$ cat src/design/stp_pkg.sv
// ----------------------------------------------------------------------------
// Scrolling trace plot package
// Shared constants, phase codes and the draw command word.
// ----------------------------------------------------------------------------
`default_nettype none

package stp_pkg;

    localparam int COLUMNS_DEF = 128;
    localparam int QUEUE_DEPTH = 2;
    localparam int GAP_RESET   = 16;

    localparam int ROW_BASE  = 55;
    localparam int ROW_SPAN  = 35;
    localparam int SCALE_NUM = 35;
    localparam int SCALE_SH  = 10;
    localparam int WIPE_TOP    = 19;
    localparam int WIPE_BOTTOM = 56;

    // command phases of one sample
    localparam logic [1:0] PH_ERASE = 2'd0;
    localparam logic [1:0] PH_WIPE  = 2'd1;
    localparam logic [1:0] PH_PLOT  = 2'd2;

    localparam logic KIND_PIXEL = 1'b0;
    localparam logic KIND_LINE  = 1'b1;
    localparam logic INK_ERASE  = 1'b0;
    localparam logic INK_DRAW   = 1'b1;

    typedef struct packed {
        logic       draw_kind;
        logic [6:0] x_start;
        logic [5:0] y_start;
        logic [6:0] x_end;
        logic [5:0] y_end;
        logic       ink;
        logic       last_of_run;
    } cmd_t;

endpackage

`default_nettype wire

$ cat src/design/stp_front.sv
// ----------------------------------------------------------------------------
// Scrolling trace plot front end
// Accepts samples, scales them to a row and tracks plot and clear columns.
// ----------------------------------------------------------------------------
`default_nettype none

module stp_front #(
    parameter int COLUMNS = stp_pkg::COLUMNS_DEF,
    localparam int CW = $clog2(COLUMNS)
) (
    input  wire logic          clk,
    input  wire logic          rst_n,
    input  wire logic          cfg_we,
    input  wire logic [6:0]    cfg_data,
    input  wire logic          push,
    input  wire logic [11:0]   sample,
    output logic               full,
    input  wire logic          q_full,
    input  wire logic          clearing,
    output logic               q_push,
    output logic [5:0]         e_row,
    output logic [5:0]         e_prev,
    output logic [CW-1:0]      e_pcol,
    output logic [CW-1:0]      e_ccol
);

    localparam int GAP_STEPS     = 127 / COLUMNS;
    localparam int GAP_RESET_MOD = stp_pkg::GAP_RESET % COLUMNS;

    logic [CW-1:0] plot_col_reg, plot_col_next;
    logic [CW-1:0] gap_mod_reg, gap_mod_next;
    logic [5:0]    prev_row_reg;
    logic [17:0]   prod;
    logic [7:0]    scaled;
    logic [6:0]    gm;
    logic [CW:0]   csum;

    assign full   = q_full || clearing;
    assign q_push = push && !full;

    assign prod   = 18'(sample) * 18'(stp_pkg::SCALE_NUM);
    assign scaled = prod[17:10];

    always_comb
    begin
        if (scaled <= 8'(stp_pkg::ROW_SPAN))
            e_row = 6'(8'(stp_pkg::ROW_BASE) - scaled);
        else
            e_row = prev_row_reg;
    end

    assign e_prev = prev_row_reg;
    assign e_pcol = plot_col_reg;

    // clear column: plot column plus reduced gap, one wrap at most
    assign csum = {1'b0, plot_col_reg} + {1'b0, gap_mod_reg};
    assign e_ccol = (csum >= (CW+1)'(COLUMNS)) ? CW'(csum - (CW+1)'(COLUMNS)) : CW'(csum);

    assign plot_col_next = (plot_col_reg == CW'(COLUMNS - 1)) ? '0 : plot_col_reg + 1'b1;

    // reduce the gap below the column count once, at write time
    always_comb
    begin
        gm = cfg_data;
        for (int i = 0; i < GAP_STEPS; i++)
        begin
            if (32'(gm) >= COLUMNS)
                gm = gm - 7'(COLUMNS);
        end
        gap_mod_next = CW'({{CW{1'b0}}, gm});
    end

    always_ff @(posedge clk or negedge rst_n)
    begin
        if (!rst_n)
        begin
            plot_col_reg <= '0;
            prev_row_reg <= '0;
            gap_mod_reg  <= CW'(GAP_RESET_MOD);
        end
        else
        begin
            if (cfg_we)
                gap_mod_reg <= gap_mod_next;
            if (q_push)
            begin
                plot_col_reg <= plot_col_next;
                prev_row_reg <= e_row;
            end
        end
    end

endmodule

`default_nettype wire

$ cat src/design/stp_queue.sv
// ----------------------------------------------------------------------------
// Scrolling trace plot queue
// Short queue of classified samples between front and back end.
// ----------------------------------------------------------------------------
`default_nettype none

module stp_queue #(
    parameter int DEPTH = stp_pkg::QUEUE_DEPTH,
    parameter int WIDTH = 8,
    localparam int PW = $clog2(DEPTH),
    localparam int NW = $clog2(DEPTH + 1)
) (
    input  wire logic             clk,
    input  wire logic             rst_n,
    input  wire logic             push,
    input  wire logic [WIDTH-1:0] wdata,
    output logic                  q_full,
    input  wire logic             pop,
    output logic [WIDTH-1:0]      rdata,
    output logic                  q_valid
);

    logic [WIDTH-1:0] entry_reg [DEPTH];
    logic [PW-1:0]    wr_ptr_reg, rd_ptr_reg;
    logic [NW-1:0]    count_reg;

    assign q_full  = (count_reg == NW'(DEPTH));
    assign q_valid = (count_reg != '0);
    assign rdata   = entry_reg[rd_ptr_reg];

    always_ff @(posedge clk)
    begin
        if (push)
            entry_reg[wr_ptr_reg] <= wdata;
    end

    always_ff @(posedge clk or negedge rst_n)
    begin
        if (!rst_n)
        begin
            wr_ptr_reg <= '0;
            rd_ptr_reg <= '0;
            count_reg  <= '0;
        end
        else
        begin
            if (push)
                wr_ptr_reg <= (wr_ptr_reg == PW'(DEPTH - 1)) ? '0 : wr_ptr_reg + 1'b1;
            if (pop)
                rd_ptr_reg <= (rd_ptr_reg == PW'(DEPTH - 1)) ? '0 : rd_ptr_reg + 1'b1;
            if (push && !pop)
                count_reg <= count_reg + 1'b1;
            else if (pop && !push)
                count_reg <= count_reg - 1'b1;
        end
    end

endmodule

`default_nettype wire

$ cat src/design/stp_back.sv
// ----------------------------------------------------------------------------
// Scrolling trace plot back end
// Holds the row store, sequences three draw commands per sample.
// ----------------------------------------------------------------------------
`default_nettype none

module stp_back #(
    parameter int COLUMNS = stp_pkg::COLUMNS_DEF,
    localparam int CW = $clog2(COLUMNS)
) (
    input  wire logic          clk,
    input  wire logic          rst_n,
    input  wire logic          q_valid,
    input  wire logic [5:0]    e_row,
    input  wire logic [5:0]    e_prev,
    input  wire logic [CW-1:0] e_pcol,
    input  wire logic [CW-1:0] e_ccol,
    output logic               q_pop,
    output logic               clearing,
    output logic               empty,
    input  wire logic          pop,
    output stp_pkg::cmd_t      cmd
);

    logic [5:0]    mem [COLUMNS];
    logic [5:0]    rd_a_reg, rd_b_reg;
    logic          mem_we;
    logic [CW-1:0] mem_wa;
    logic [5:0]    mem_wd;
    logic [CW-1:0] rd_addr_a;

    logic          clr_active_reg;
    logic [CW-1:0] clr_addr_reg;

    logic          cur_valid_reg;
    logic [1:0]    phase_reg;
    logic [5:0]    cur_row_reg, cur_prev_reg;
    logic [CW-1:0] cur_pcol_reg, cur_ccol_reg;

    logic          out_valid_reg;
    stp_pkg::cmd_t out_cmd_reg, cmd_next;

    logic issue;
    logic out_load;
    logic out_take;

    function automatic logic [6:0] to_x(input logic [CW-1:0] col);
        to_x = 7'({7'd0, col});
    endfunction

    assign clearing = clr_active_reg;
    assign out_take = pop && out_valid_reg;
    assign out_load = cur_valid_reg && (!out_valid_reg || pop);
    assign issue    = q_valid && !clr_active_reg &&
                      (!cur_valid_reg || (out_load && phase_reg == stp_pkg::PH_PLOT));
    assign q_pop    = issue;

    assign rd_addr_a = (e_ccol == '0) ? '0 : e_ccol - 1'b1;

    // read old rows and store the new one in the same edge (read first)
    assign mem_we = clr_active_reg || issue;
    assign mem_wa = clr_active_reg ? clr_addr_reg : e_pcol;
    assign mem_wd = clr_active_reg ? 6'd0 : e_row;

    always_ff @(posedge clk)
    begin
        if (mem_we)
            mem[mem_wa] <= mem_wd;
        if (issue)
        begin
            rd_a_reg <= mem[rd_addr_a];
            rd_b_reg <= mem[e_ccol];
        end
    end

    always_ff @(posedge clk)
    begin
        if (issue)
        begin
            cur_row_reg  <= e_row;
            cur_prev_reg <= e_prev;
            cur_pcol_reg <= e_pcol;
            cur_ccol_reg <= e_ccol;
        end
        if (out_load)
            out_cmd_reg <= cmd_next;
    end

    always_comb
    begin
        cmd_next = '0;
        case (phase_reg)
            stp_pkg::PH_ERASE:
            begin
                cmd_next.ink         = stp_pkg::INK_ERASE;
                cmd_next.last_of_run = 1'b0;
                if (cur_ccol_reg == '0)
                begin
                    cmd_next.draw_kind = stp_pkg::KIND_PIXEL;
                    cmd_next.x_start   = 7'd0;
                    cmd_next.y_start   = rd_b_reg;
                    cmd_next.x_end     = 7'd0;
                    cmd_next.y_end     = rd_b_reg;
                end
                else
                begin
                    cmd_next.draw_kind = stp_pkg::KIND_LINE;
                    cmd_next.x_start   = to_x(cur_ccol_reg - 1'b1);
                    cmd_next.y_start   = rd_a_reg;
                    cmd_next.x_end     = to_x(cur_ccol_reg);
                    cmd_next.y_end     = rd_b_reg;
                end
            end
            stp_pkg::PH_WIPE:
            begin
                cmd_next.draw_kind   = stp_pkg::KIND_LINE;
                cmd_next.x_start     = to_x(cur_ccol_reg);
                cmd_next.y_start     = 6'(stp_pkg::WIPE_TOP);
                cmd_next.x_end       = to_x(cur_ccol_reg);
                cmd_next.y_end       = 6'(stp_pkg::WIPE_BOTTOM);
                cmd_next.ink         = stp_pkg::INK_ERASE;
                cmd_next.last_of_run = 1'b0;
            end
            stp_pkg::PH_PLOT:
            begin
                cmd_next.ink         = stp_pkg::INK_DRAW;
                cmd_next.last_of_run = 1'b1;
                if (cur_pcol_reg == '0)
                begin
                    cmd_next.draw_kind = stp_pkg::KIND_PIXEL;
                    cmd_next.x_start   = 7'd0;
                    cmd_next.y_start   = cur_row_reg;
                    cmd_next.x_end     = 7'd0;
                    cmd_next.y_end     = cur_row_reg;
                end
                else
                begin
                    cmd_next.draw_kind = stp_pkg::KIND_LINE;
                    cmd_next.x_start   = to_x(cur_pcol_reg - 1'b1);
                    cmd_next.y_start   = cur_prev_reg;
                    cmd_next.x_end     = to_x(cur_pcol_reg);
                    cmd_next.y_end     = cur_row_reg;
                end
            end
            default:
            begin
                cmd_next = '0;
            end
        endcase
    end

    always_ff @(posedge clk or negedge rst_n)
    begin
        if (!rst_n)
        begin
            clr_active_reg <= 1'b1;
            clr_addr_reg   <= '0;
            cur_valid_reg  <= 1'b0;
            phase_reg      <= stp_pkg::PH_ERASE;
            out_valid_reg  <= 1'b0;
        end
        else
        begin
            if (clr_active_reg)
            begin
                clr_addr_reg <= clr_addr_reg + 1'b1;
                if (clr_addr_reg == CW'(COLUMNS - 1))
                    clr_active_reg <= 1'b0;
            end

            if (issue)
                cur_valid_reg <= 1'b1;
            else if (out_load && phase_reg == stp_pkg::PH_PLOT)
                cur_valid_reg <= 1'b0;

            if (issue)
                phase_reg <= stp_pkg::PH_ERASE;
            else if (out_load)
                phase_reg <= (phase_reg == stp_pkg::PH_PLOT) ? stp_pkg::PH_ERASE
                                                              : phase_reg + 1'b1;

            if (out_load)
                out_valid_reg <= 1'b1;
            else if (out_take)
                out_valid_reg <= 1'b0;
        end
    end

    assign empty = !out_valid_reg;
    assign cmd   = out_cmd_reg;

`ifndef SYNTH
    a_no_issue_in_clear: assert property (@(posedge clk) disable iff (!rst_n)
        clr_active_reg |-> !issue)
        else $error("sample issued during row store clear");

    a_last_on_plot: assert property (@(posedge clk) disable iff (!rst_n)
        (out_load && phase_reg == stp_pkg::PH_PLOT) |=> out_cmd_reg.last_of_run)
        else $error("plot command lost its last flag");

    a_phase_hold: assert property (@(posedge clk) disable iff (!rst_n)
        (cur_valid_reg && !out_load) |=> $stable(phase_reg))
        else $error("phase advanced while output stalled");

    a_word_held: assert property (@(posedge clk) disable iff (!rst_n)
        (out_valid_reg && !pop) |=> (out_valid_reg && $stable(out_cmd_reg)))
        else $error("waiting command word changed");
`endif

endmodule

`default_nettype wire

$ cat src/design/scrolling_trace_plot_commands.sv
// Samples pass the queue and the sample registers; draw words the output register.
// Three words per sample on one port; the next sample issues as the plot word loads.
// Reset: asynchronous, clears columns and previous row, sets the clear gap to 16.
// After reset a clearing pass zeroes every row store entry, one entry per cycle;
// full stays high until it ends.
// ----------------------------------------------------------------------------
// Scrolling trace plot command generator
// Turns converter samples into erase, wipe and plot draw commands.
// ----------------------------------------------------------------------------
`default_nettype none

module scrolling_trace_plot_commands #(
    parameter int COLUMNS = stp_pkg::COLUMNS_DEF,
    localparam int CW = $clog2(COLUMNS)
) (
    input  wire logic        clk,
    input  wire logic        rst_n,
    input  wire logic        cfg_we,
    input  wire logic [6:0]  cfg_data,
    input  wire logic        push,
    output logic             full,
    input  wire logic [11:0] sample,
    output logic             empty,
    input  wire logic        pop,
    output logic             draw_kind,
    output logic [6:0]       x_start,
    output logic [5:0]       y_start,
    output logic [6:0]       x_end,
    output logic [5:0]       y_end,
    output logic             ink,
    output logic             last_of_run
);

    localparam int EW = 12 + 2 * CW;

    logic          q_push, q_pop, q_full, q_valid, clearing;
    logic [5:0]    f_row, f_prev, b_row, b_prev;
    logic [CW-1:0] f_pcol, f_ccol, b_pcol, b_ccol;
    logic [EW-1:0] q_rdata;
    stp_pkg::cmd_t cmd;

    stp_front #(
        .COLUMNS (COLUMNS)
    ) u_front (
        .clk      (clk),
        .rst_n    (rst_n),
        .cfg_we   (cfg_we),
        .cfg_data (cfg_data),
        .push     (push),
        .sample   (sample),
        .full     (full),
        .q_full   (q_full),
        .clearing (clearing),
        .q_push   (q_push),
        .e_row    (f_row),
        .e_prev   (f_prev),
        .e_pcol   (f_pcol),
        .e_ccol   (f_ccol)
    );

    stp_queue #(
        .DEPTH (stp_pkg::QUEUE_DEPTH),
        .WIDTH (EW)
    ) u_queue (
        .clk     (clk),
        .rst_n   (rst_n),
        .push    (q_push),
        .wdata   ({f_row, f_prev, f_pcol, f_ccol}),
        .q_full  (q_full),
        .pop     (q_pop),
        .rdata   (q_rdata),
        .q_valid (q_valid)
    );

    assign {b_row, b_prev, b_pcol, b_ccol} = q_rdata;

    stp_back #(
        .COLUMNS (COLUMNS)
    ) u_back (
        .clk      (clk),
        .rst_n    (rst_n),
        .q_valid  (q_valid),
        .e_row    (b_row),
        .e_prev   (b_prev),
        .e_pcol   (b_pcol),
        .e_ccol   (b_ccol),
        .q_pop    (q_pop),
        .clearing (clearing),
        .empty    (empty),
        .pop      (pop),
        .cmd      (cmd)
    );

    assign draw_kind   = cmd.draw_kind;
    assign x_start     = cmd.x_start;
    assign y_start     = cmd.y_start;
    assign x_end       = cmd.x_end;
    assign y_end       = cmd.y_end;
    assign ink         = cmd.ink;
    assign last_of_run = cmd.last_of_run;

endmodule

`default_nettype wire

$ cat config.mk
export PLATFORM = sky130hd
export DESIGN_NAME = scrolling_trace_plot_commands
export DESIGN_NICKNAME = d
export VERILOG_FILES = /design/src/design/stp_pkg.sv /design/src/design/stp_front.sv /design/src/design/stp_queue.sv /design/src/design/stp_back.sv /design/src/design/scrolling_trace_plot_commands.sv
export SDC_FILE = /design/constraint.sdc
export NUM_CORES = 2
export LEC_CHECK = 0
export BUFFER_PORTS_ARGS = -buffer_cell sky130_fd_sc_hd__buf_2
export CELL_PAD_IN_SITES_DETAIL_PLACEMENT = 1
export CELL_PAD_IN_SITES_GLOBAL_PLACEMENT = 2
export CORE_MARGIN = 2
export CORE_UTILIZATION = 45
export DETAILED_ROUTE_END_ITERATION = 7
export PLACE_DENSITY = 0.8
export SYNTH_ARGS = -nofsm -noshare
export SYNTH_HDL_FRONTEND = slang
export SYNTH_HIERARCHICAL = 1
export SYNTH_SLANG_ARGS = --single-unit
$ cat constraint.sdc
create_clock -name clk -period 10.37 [get_ports clk]
set_input_delay 0.5185 -clock clk [delete_from_list [all_inputs] [get_ports clk]]
set_output_delay 0.5185 -clock clk [all_outputs]
set_load 0.05 [all_outputs]
==> metrics.cfg <==
[grt]
grt-ovfl-total=0
grt_max_degree=139
grt_pass1_vias=31071
grt_pass1_wl_um=225000
grt.total_usage_pct=30.2
antenna_found_initial=6

[cts]
root_buffer=clkbuf_16
htreeDepth=3
cts_num_sinks=922
cts_tree=done
cts_buffer_depth=3
ctsResizeCount=0
clkTransAtPathRegs_ps=70
clk_latency_ps=690
ctsHoldBuffers=1
post_cts_buffers=0
cts_buffers=96

[floorplanning]
ioPinCount=55
rows=115
start_util_pct=45.5
die_w_um=320
die_h_um=320
die-area_sq_um=102000
coreArea_sq_um=98700

[sta]
tightest_slew_ps=1410
rsz0062_at_grt=false
slew_viol_final=0
tns_ps=0
finalCritPeriodShare_pct=64.1
finalHoldViolations=0
finalClockSkew_ps=38.4
setup_viol=0
period_minus_slack_ps=6640
slew_headroom_pct=5.22
max_freq_ghz=0.151

[synthesis]
syn_inst=3008
ys.flop_type=edfxtp_1
syn_nets=3087
synth_area_leader_cell=edfxtp_1
netlist.area_leader.share_pct=59.2
syn_area_sq_um=45000
ys_seq_elements=922
synth_edf_count=886
synth_cell_types=97
yosys_warnings=6
ys_async_sr_fraction_pct=3.90
synth_area_per_cell_sq_um=14.9
synth_area_leaders=edfxtp_1, mux4_2, mux2i_1, nand2_1, dfrtp_1
ys_seq_area_share_pct=61.2

[pwr]
power_density_nw_per_um2=379
p_leak_nw=16.3
peakVddDrop_mv=0.344

[worst_setup_path]
startpoint_type=flop
required_ps=10820
cpMostUsedCell=buf_4
arrival_ps=7090
crit_fanout=45
slowest_delay_ps=710
critPathCaptureType=flop
path_cells=buf_4 -> mux2_8 -> inv_2 -> ha_1 -> buf_4 -> xor2_4 -> buf_4 -> o211ai_4 -> buf_4 -> o221ai_1 -> a31oi_1 -> o31ai_1 -> or4_1 -> nand3_1 -> and3_1
slowest_stage=xor2_4
crit_type=reg2reg

[route]
drt_iter0_drc=4302
wl_per_cell_um=35.2
dr.pass1.iters=6
viasPerCell=6.95
vias=30469
antenna_left=0
drt_wl_total_um=154000
drc=0

[cells_and_area]
largest_reg_flops=768
nFillCells=9396
final_nets=3098
finalNonFillerCells=4386
multiInputGateArea_sq_um=16300
final_area_sq_um=49800
regArea_sq_um=27500
layout-drive-gt1-share_pct=20.3
syn2layout_area_growth_pct=10.7
n_antenna_cell=0

[placed_design]
place_area_sq_um=46500
post-dp-hpwl_um=102000
placedCellCount=4207
gp_congestion=0.926
numPortBuffers=54

[run_status]
status=finished clean

[job]
maxCapViolations=0

[worst_hold_path]
hold_path.class=in2reg

synthesized netlist by cell type (7+ instances only):
library cell,n
xnor2_1,16
ha_1,47
nor2b_1,18
o21a_1,8
nor3_1,36
fa_1,8
nand3_1,72
mux4_2,257
mux2i_1,141
nand2_1,264
edfxtp_1,886
buf_2,72
inv_1,63
mux2_4,22
buf_4,15
or3_1,13
a221oi_1,19
o211ai_1,33
a21o_1,17
clkbuf_1,105
nand4_1,14
nand2b_1,12
o221ai_1,97
mux2_2,28
a22oi_1,7
a21oi_1,102
o31ai_1,7
o32ai_1,10
nor2_1,191
buf_1,12
o21ai_0,83
dfrtp_1,34
xor2_1,14
a211oi_1,21
a311oi_1,8
a31oi_1,55
and2_1,9
buf_6,8
o22ai_1,58
final timing paths:
path / start / to / slack (ps) / depth (start not counted)
worst max-delay path: u_queue/rd_ptr_reg$_DFFE_PN0P_ / u_back/rd_a_reg[4]$_DFFE_PP_ / 3730 / 15
max in group asynchronous: rst_n / u_queue/rd_ptr_reg$_DFFE_PN0P_ / 9310 / 2
worst min register to register: u_front/e_prev[0]$_DFFE_PN0P_ / u_queue/entry_reg[1][14]$_DFFE_PP_ / 490 / 0
min in group asynchronous: rst_n / u_front/gap_mod_reg[0]$_DFFE_PN0P_ / 520 / 2
worst min-delay path: cfg_data[1] / u_front/gap_mod_reg[1]$_DFFE_PN0P_ / 70 / 3
worst max register to register: u_queue/rd_ptr_reg$_DFFE_PN0P_ / u_back/rd_a_reg[4]$_DFFE_PP_ / 3730 / 15
cell families (layout without fill, tap and decap cells):
| logic type | count (synthesis) | after routing | share of synthesized area [%] |
|---|---|---|---|
| flip-flops | 922 | 922 | 61.2 |
| AND/OR/NAND/NOR | 662 | 662 | 6.49 |
| AO/OA/AOI/OAI | 605 | 605 | 9.60 |
| multiplexers | 453 | 453 | 17.6 |
| buffers and inverters | 280 | 371 | 2.87 |
| adder cells (fa/ha/maj) | 55 | 55 | 1.66 |
| XOR/XNOR | 31 | 31 | 0.621 |
cell type report:
cell class                      count  area share [%]
Multi-Input combinational cell   1806            32.8
Clock inverter                     58            1.30
Sequential cell                   922            55.3
Inverter                           66           0.498
Timing Repair Buffer              127            1.67
Clock buffer                      120            5.16
Tap cell                         1287            3.24
cells in the final DEF, fill, tap and decap left out, drive strengths merged, types with 68 or more instances in the layout:
cell	synthesis	routed
edfxtp	886	886
nand2	265	265
mux4	257	257
nor2	191	191
mux2i	141	141
buf	109	126
clkbuf	105	120
a21oi	105	105
o221ai	97	97
o21ai	92	92
nand3	72	72
inv	63	68
worst max-delay path: cells and delay by family, from the launching register on:
| kind | cells | cell delay, ps |
|---|---|---|
| AO/OA/AOI/OAI | 4 | 1570 |
| AND/OR/NAND/NOR | 3 | 560 |
| multiplexers | 1 | 590 |
| flip-flops | 1 | 330 |
| buffers and inverters | 5 | 2360 |
| adder cells (fa/ha/maj) | 1 | 230 |
| XOR/XNOR | 1 | 710 |
through the flow:
stage / total power, W / worst slack, ps / hold WS [ps] / util [%]
global route: 0.0194 / 3670 / 73.0 / 50.4
detailed placement: 0.0150 / 3950 / 487 / 47.1
floorplan: 0.0114 / 5250 / 223 / -
CTS: 0.0186 / 3950 / 32.8 / 50.4
finish: 0.0188 / 3730 / 74.8 / 50.4
global placement: 0.0148 / 4090 / 461 / 47.1
report_power, final:
part	total, W	switching, W	internal, W
clock	0.00355	0.00150	0.00206
combinational	0.0101	0.00691	0.00317
sequential	0.00522	0.000204	0.00501
per-layer routing:
metal	share of wire, %	vias up	track usage, %
li1	-	12180	-
met2	45	2021	45.9
met4	4.7	10	13.2
met1	38	15856	41.6
met3	12	402	7.31
met5	0.047	-	0
Note: power is estimated with default switching activity, not from simulation.
